## src/cwg_pkg.sv

```systemverilog
`default_nettype none

package cwg_pkg;

    localparam int DEF_MAX_CHANNELS = 4;
    localparam int DEF_MAX_HEIGHT   = 32;
    localparam int DEF_MAX_WIDTH    = 32;

    localparam int PIXEL_W    = 32;
    localparam int CHANNEL_W  = 2;
    localparam int INDEX_W    = 6;
    localparam int TAP_W      = 4;
    localparam int S_TDATA_W  = 48;
    localparam int M_TDATA_W  = 40;
    localparam int CFG_INDEX_W = 3;
    localparam int CFG_DATA_W  = 6;

    localparam int TAP_COUNT   = 16;
    localparam int FILLER_TAPS = 7;
    localparam int K3_TAPS     = TAP_COUNT - FILLER_TAPS;
    localparam logic [2:0] KERNEL_SIDE_LARGE = 3'd4;

    localparam logic KIND_WRITE  = 1'b0;
    localparam logic KIND_WINDOW = 1'b1;

    localparam logic [CFG_INDEX_W-1:0] REG_IMAGE_HEIGHT   = 3'd0;
    localparam logic [CFG_INDEX_W-1:0] REG_IMAGE_WIDTH    = 3'd1;
    localparam logic [CFG_INDEX_W-1:0] REG_IMAGE_CHANNELS = 3'd2;
    localparam logic [CFG_INDEX_W-1:0] REG_KERNEL_SIZE    = 3'd3;
    localparam logic [CFG_INDEX_W-1:0] REG_PAD_AMOUNT     = 3'd4;
    localparam logic [CFG_INDEX_W-1:0] REG_STRIDE_STEP    = 3'd5;

    localparam logic [5:0] RST_IMAGE_HEIGHT   = 6'd32;
    localparam logic [5:0] RST_IMAGE_WIDTH    = 6'd32;
    localparam logic [2:0] RST_IMAGE_CHANNELS = 3'd4;
    localparam logic [2:0] RST_KERNEL_SIZE    = 3'd3;
    localparam logic [1:0] RST_PAD_AMOUNT     = 2'd1;
    localparam logic [2:0] RST_STRIDE_STEP    = 3'd1;

    typedef enum logic [1:0] {
        ST_IDLE   = 2'b01,
        ST_GATHER = 2'b10
    } state_t;

    typedef struct packed {
        logic write_pixel;
        logic load_window;
        logic issue;
    } cmd_t;

    typedef struct packed {
        logic advance;
        logic last_issue;
    } status_t;

endpackage

`default_nettype wire

```

## src/cwg_ctrl.sv

```systemverilog
`default_nettype none

module cwg_ctrl (
    input  wire logic             aclk,
    input  wire logic             aresetn,
    input  wire logic             s_tvalid,
    input  wire logic             in_kind,
    input  wire cwg_pkg::status_t status,
    output logic                  s_tready,
    output cwg_pkg::cmd_t         cmd
);
    import cwg_pkg::*;

    state_t state_reg;
    state_t state_next;

    always_comb begin
        state_next = state_reg;
        case (state_reg)
            ST_IDLE: begin
                if (s_tvalid && in_kind == KIND_WINDOW) begin
                    state_next = ST_GATHER;
                end
            end
            ST_GATHER: begin
                if (status.advance && status.last_issue) begin
                    state_next = ST_IDLE;
                end
            end
            default: state_next = ST_IDLE;
        endcase
    end

    always_ff @(posedge aclk) begin
        if (!aresetn) begin
            state_reg <= ST_IDLE;
        end else begin
            state_reg <= state_next;
        end
    end

    assign s_tready        = (state_reg == ST_IDLE);
    assign cmd.write_pixel = s_tready && s_tvalid && (in_kind == KIND_WRITE);
    assign cmd.load_window = s_tready && s_tvalid && (in_kind == KIND_WINDOW);
    assign cmd.issue       = (state_reg == ST_GATHER);

endmodule

`default_nettype wire

```

## config.mk

```make
export PLATFORM = sky130hd
export DESIGN_NAME = cwg_ctrl
export DESIGN_NICKNAME = d
export VERILOG_FILES = /design/src/cwg_pkg.sv /design/src/cwg_ctrl.sv
export SDC_FILE = /design/constraint.sdc
export NUM_CORES = 1
export LEC_CHECK = 0
export BUFFER_PORTS_ARGS = -buffer_cell sky130_fd_sc_hd__buf_2
export CAP_MARGIN = 0
export CORE_AREA = 2 2 39 41
export CTS_CLUSTER_DIAMETER = 120
export CTS_CLUSTER_SIZE = 40
export DETAILED_ROUTE_END_ITERATION = 12
export DIE_AREA = 0 0 41 43
export GPL_TIMING_DRIVEN = 0
export PLACE_DENSITY = 0.3
export SETUP_SLACK_MARGIN = 0.3
export SLEW_MARGIN = 20
export SYNTH_ARGS = -nofsm -noshare
export SYNTH_HDL_FRONTEND = slang
export SYNTH_SLANG_ARGS = --single-unit
```

## constraint.sdc

```tcl
create_clock -name aclk -period 1.7 [get_ports aclk]
set_input_delay 0.255 -clock aclk [delete_from_list [all_inputs] [get_ports aclk]]
set_output_delay 0.255 -clock aclk [all_outputs]
set_load 0.02 [all_outputs]
```

==> impl_metrics.toml <==
[synth]
syn-num-nets = 16
synth_area_per_cell_um2 = 9.51
synth_top_area_cell = "dfxtp_1"
synth_area_um2 = 95.1
ys.warnings.count = 0
synth-seq-area-share_pct = 42.1
synth_ff_type = "dfxtp_1"
synth_top_area_share_pct = 42.1
ys_types = 9
yosysMostFrequentCell = "dfxtp_1"
postSynth.asyncResetShare_pct = 0
synth_edf_count = 0
syn_inst = 10
ys_top_cells_by_area = "dfxtp_1, and3_4, nor2b_2"
ys_seq_elements = 2

[pwr]
peakVddDrop_mv = 0.204
power_density_nw_per_um2 = 974
total_power_uw = 183
leakage_nw = 0.102

[sta]
worst_pin_slew_ns = 0.194
rsz0062_at_grt = "false"
finalCritPeriodShare_pct = 76.6
fmax_mhz = 768
fin_crit_ns = 1.30
setup_viol = 0
maxSlewHeadroom_pct = 87.1
final.setup_skew_ns = 0.000865
maxSlewViolCount = 0
hold_viol_final = 0
timing.setup.tns_ns = 0

[global_routing]
track_usage_pct = 4.60
grt_max_degree = 4
first_global_vias = 131
grt_first_pass_wirelength_um = 455
grt.overflow.total = 0
antenna_found_initial = 0

[drt]
drtPass1Iterations = 2
wl_per_cell_um = 8.18
drc = 0
ant_nets = 0
vias = 115
avgViaCountPerCell = 3.03
wirelength_um = 311
drt_iter0_markers = 1

[hold_path]
min_path_cells = 2
min_from = "aresetn"
min-delay-path-class = "in2reg"
hold_end = "state_reg[0]$_SDFFE_PN1P_"

[layout]
antenna_cells = 0
final_cell_area_um2 = 188
area_growth_pct = 97.4
drive_gt1_share_pct = 63.6
largest_reg_flops = 2
nNetsFinal = 30
fillerInstances = 157

[critical_path]
worst_setup_path_start_kind = "flip-flop"
r2r_end = "state_reg[0]$_SDFFE_PN1P_"
reg2reg_from = "state_reg[1]$_SDFFE_PN0P_"
end_kind = "output port"
critPathKind = "reg2out"
critPathRequiredTime_ns = 1.44
r2r_slack_ns = 0.77
crit_arrival_ns = 1.05
critical_path.max_fanout = 3
reg2reg_depth = 3

[clock_tree]
tritoncts = "done"
cts_root_buf = "clkbuf_4"
cts_sinks = 2
clk_pin_slew_ns = 0.03
ctsLongestPathBuffers = 2
cts_buffers = 3
clock_latency_ns = 0.22
post_cts_buffers = 0
htree_levels = 1

[placed_design]
port_buffers = 9
placed_area_um2 = 160
gp_congestion = 0.597

[floorplan]
die_h_um = 43
fp.dieW_um = 41
floorplan.initialDensity_pct = 6.87
dieArea_um2 = 1760
io_pins = 10
coreArea_um2 = 1380
rows = 14

[run_status]
status = "finished clean"

[job]
max_cap_viol_count = 0
[cells by family (layout without fill, tap and decap cells)]
| family | Yosys count | count (layout) | synth area share [%] |
|---|---|---|---|
| simple gates | 5 | 5 | 36.8 |
| compound gates | 3 | 3 | 21.1 |
| flops | 2 | 2 | 42.1 |
| buf+inv | 0 | 12 | 0 |
[worst max-delay path, cell delays in order, from the launching register on]
cell	delay, ns
dfxtp_1	0.31
nor2b_4	0.15
and3_4	0.21
buf_2	0.16
[layout make-up]
| class | count | area, µm² | area share (%) |
|---|---|---|---|
| Multi-Input combinational cell | 8 | 60.1 | 32.0 |
| Timing Repair Buffer | 9 | 45.0 | 24.0 |
| Clock buffer | 3 | 22.5 | 12.0 |
| Tap cell | 16 | 20.0 | 10.7 |
| Sequential cell | 2 | 40.0 | 21.3 |
[per-stage QoR]
| step | hold WS [ns] | worst slack, ns | cells | utilization [%] |
|---|---|---|---|---|
| after global placement | 0.452 | 0.625 | 35 | 11.6 |
| after detailed placement | 0.469 | 0.607 | 35 | 11.6 |
| after global routing | 0.252 | 0.334 | 38 | 13.6 |
| after floorplan | 0.335 | 0.493 | 10 | - |
| after CTS | 0.234 | 0.365 | 38 | 13.2 |
| final | 0.236 | 0.398 | 38 | 13.6 |
[layer usage]
| metal | up-vias | share of wire (%) | GRT usage (%) |
|---|---|---|---|
| met1 | 47 | 47 | 5.41 |
| li1 | 58 | - | - |
| met4 | 0 | 0 | 6.00 |
| met2 | 10 | 32 | 4.06 |
| met5 | - | 0 | 0 |
| met3 | 0 | 21 | 3.66 |
[cell usage in the layout, fill, tap and decap left out, drive strengths merged]
master,netlist,routed
buf,0,9
clkbuf,0,3
dfxtp,2,2
nor2b,1,1
and3,1,1
and2b,1,1
nand2,1,1
nor2,1,1
a21boi,1,1
o21ai,1,1
o21a,1,1
[power by group]
group          internal [mW]  switching, mW
sequential            0.0495        0.00138
combinational         0.0137         0.0146
clock                 0.0777         0.0259
[worst max-delay path by stage]
stage | startpoint | endpoint | cells past startpoint
final | state_reg[0]$_SDFFE_PN1P_ | cmd[1] | 3
after detailed placement | state_reg[0]$_SDFFE_PN1P_ | cmd[1] | 3
after global placement | state_reg[0]$_SDFFE_PN1P_ | cmd[1] | 3
after floorplan | state_reg[0]$_SDFFE_PN1P_ | cmd[2] | 3
after CTS | state_reg[0]$_SDFFE_PN1P_ | cmd[1] | 3
after global routing | state_reg[0]$_SDFFE_PN1P_ | cmd[1] | 3
[timing repair]
action                                  CTS  global route
hold buffers                              0             0
endpoints found under the setup margin    0             1
gates resized for setup                   0             1
No activity file was read; power rests on OpenSTA's default activity.
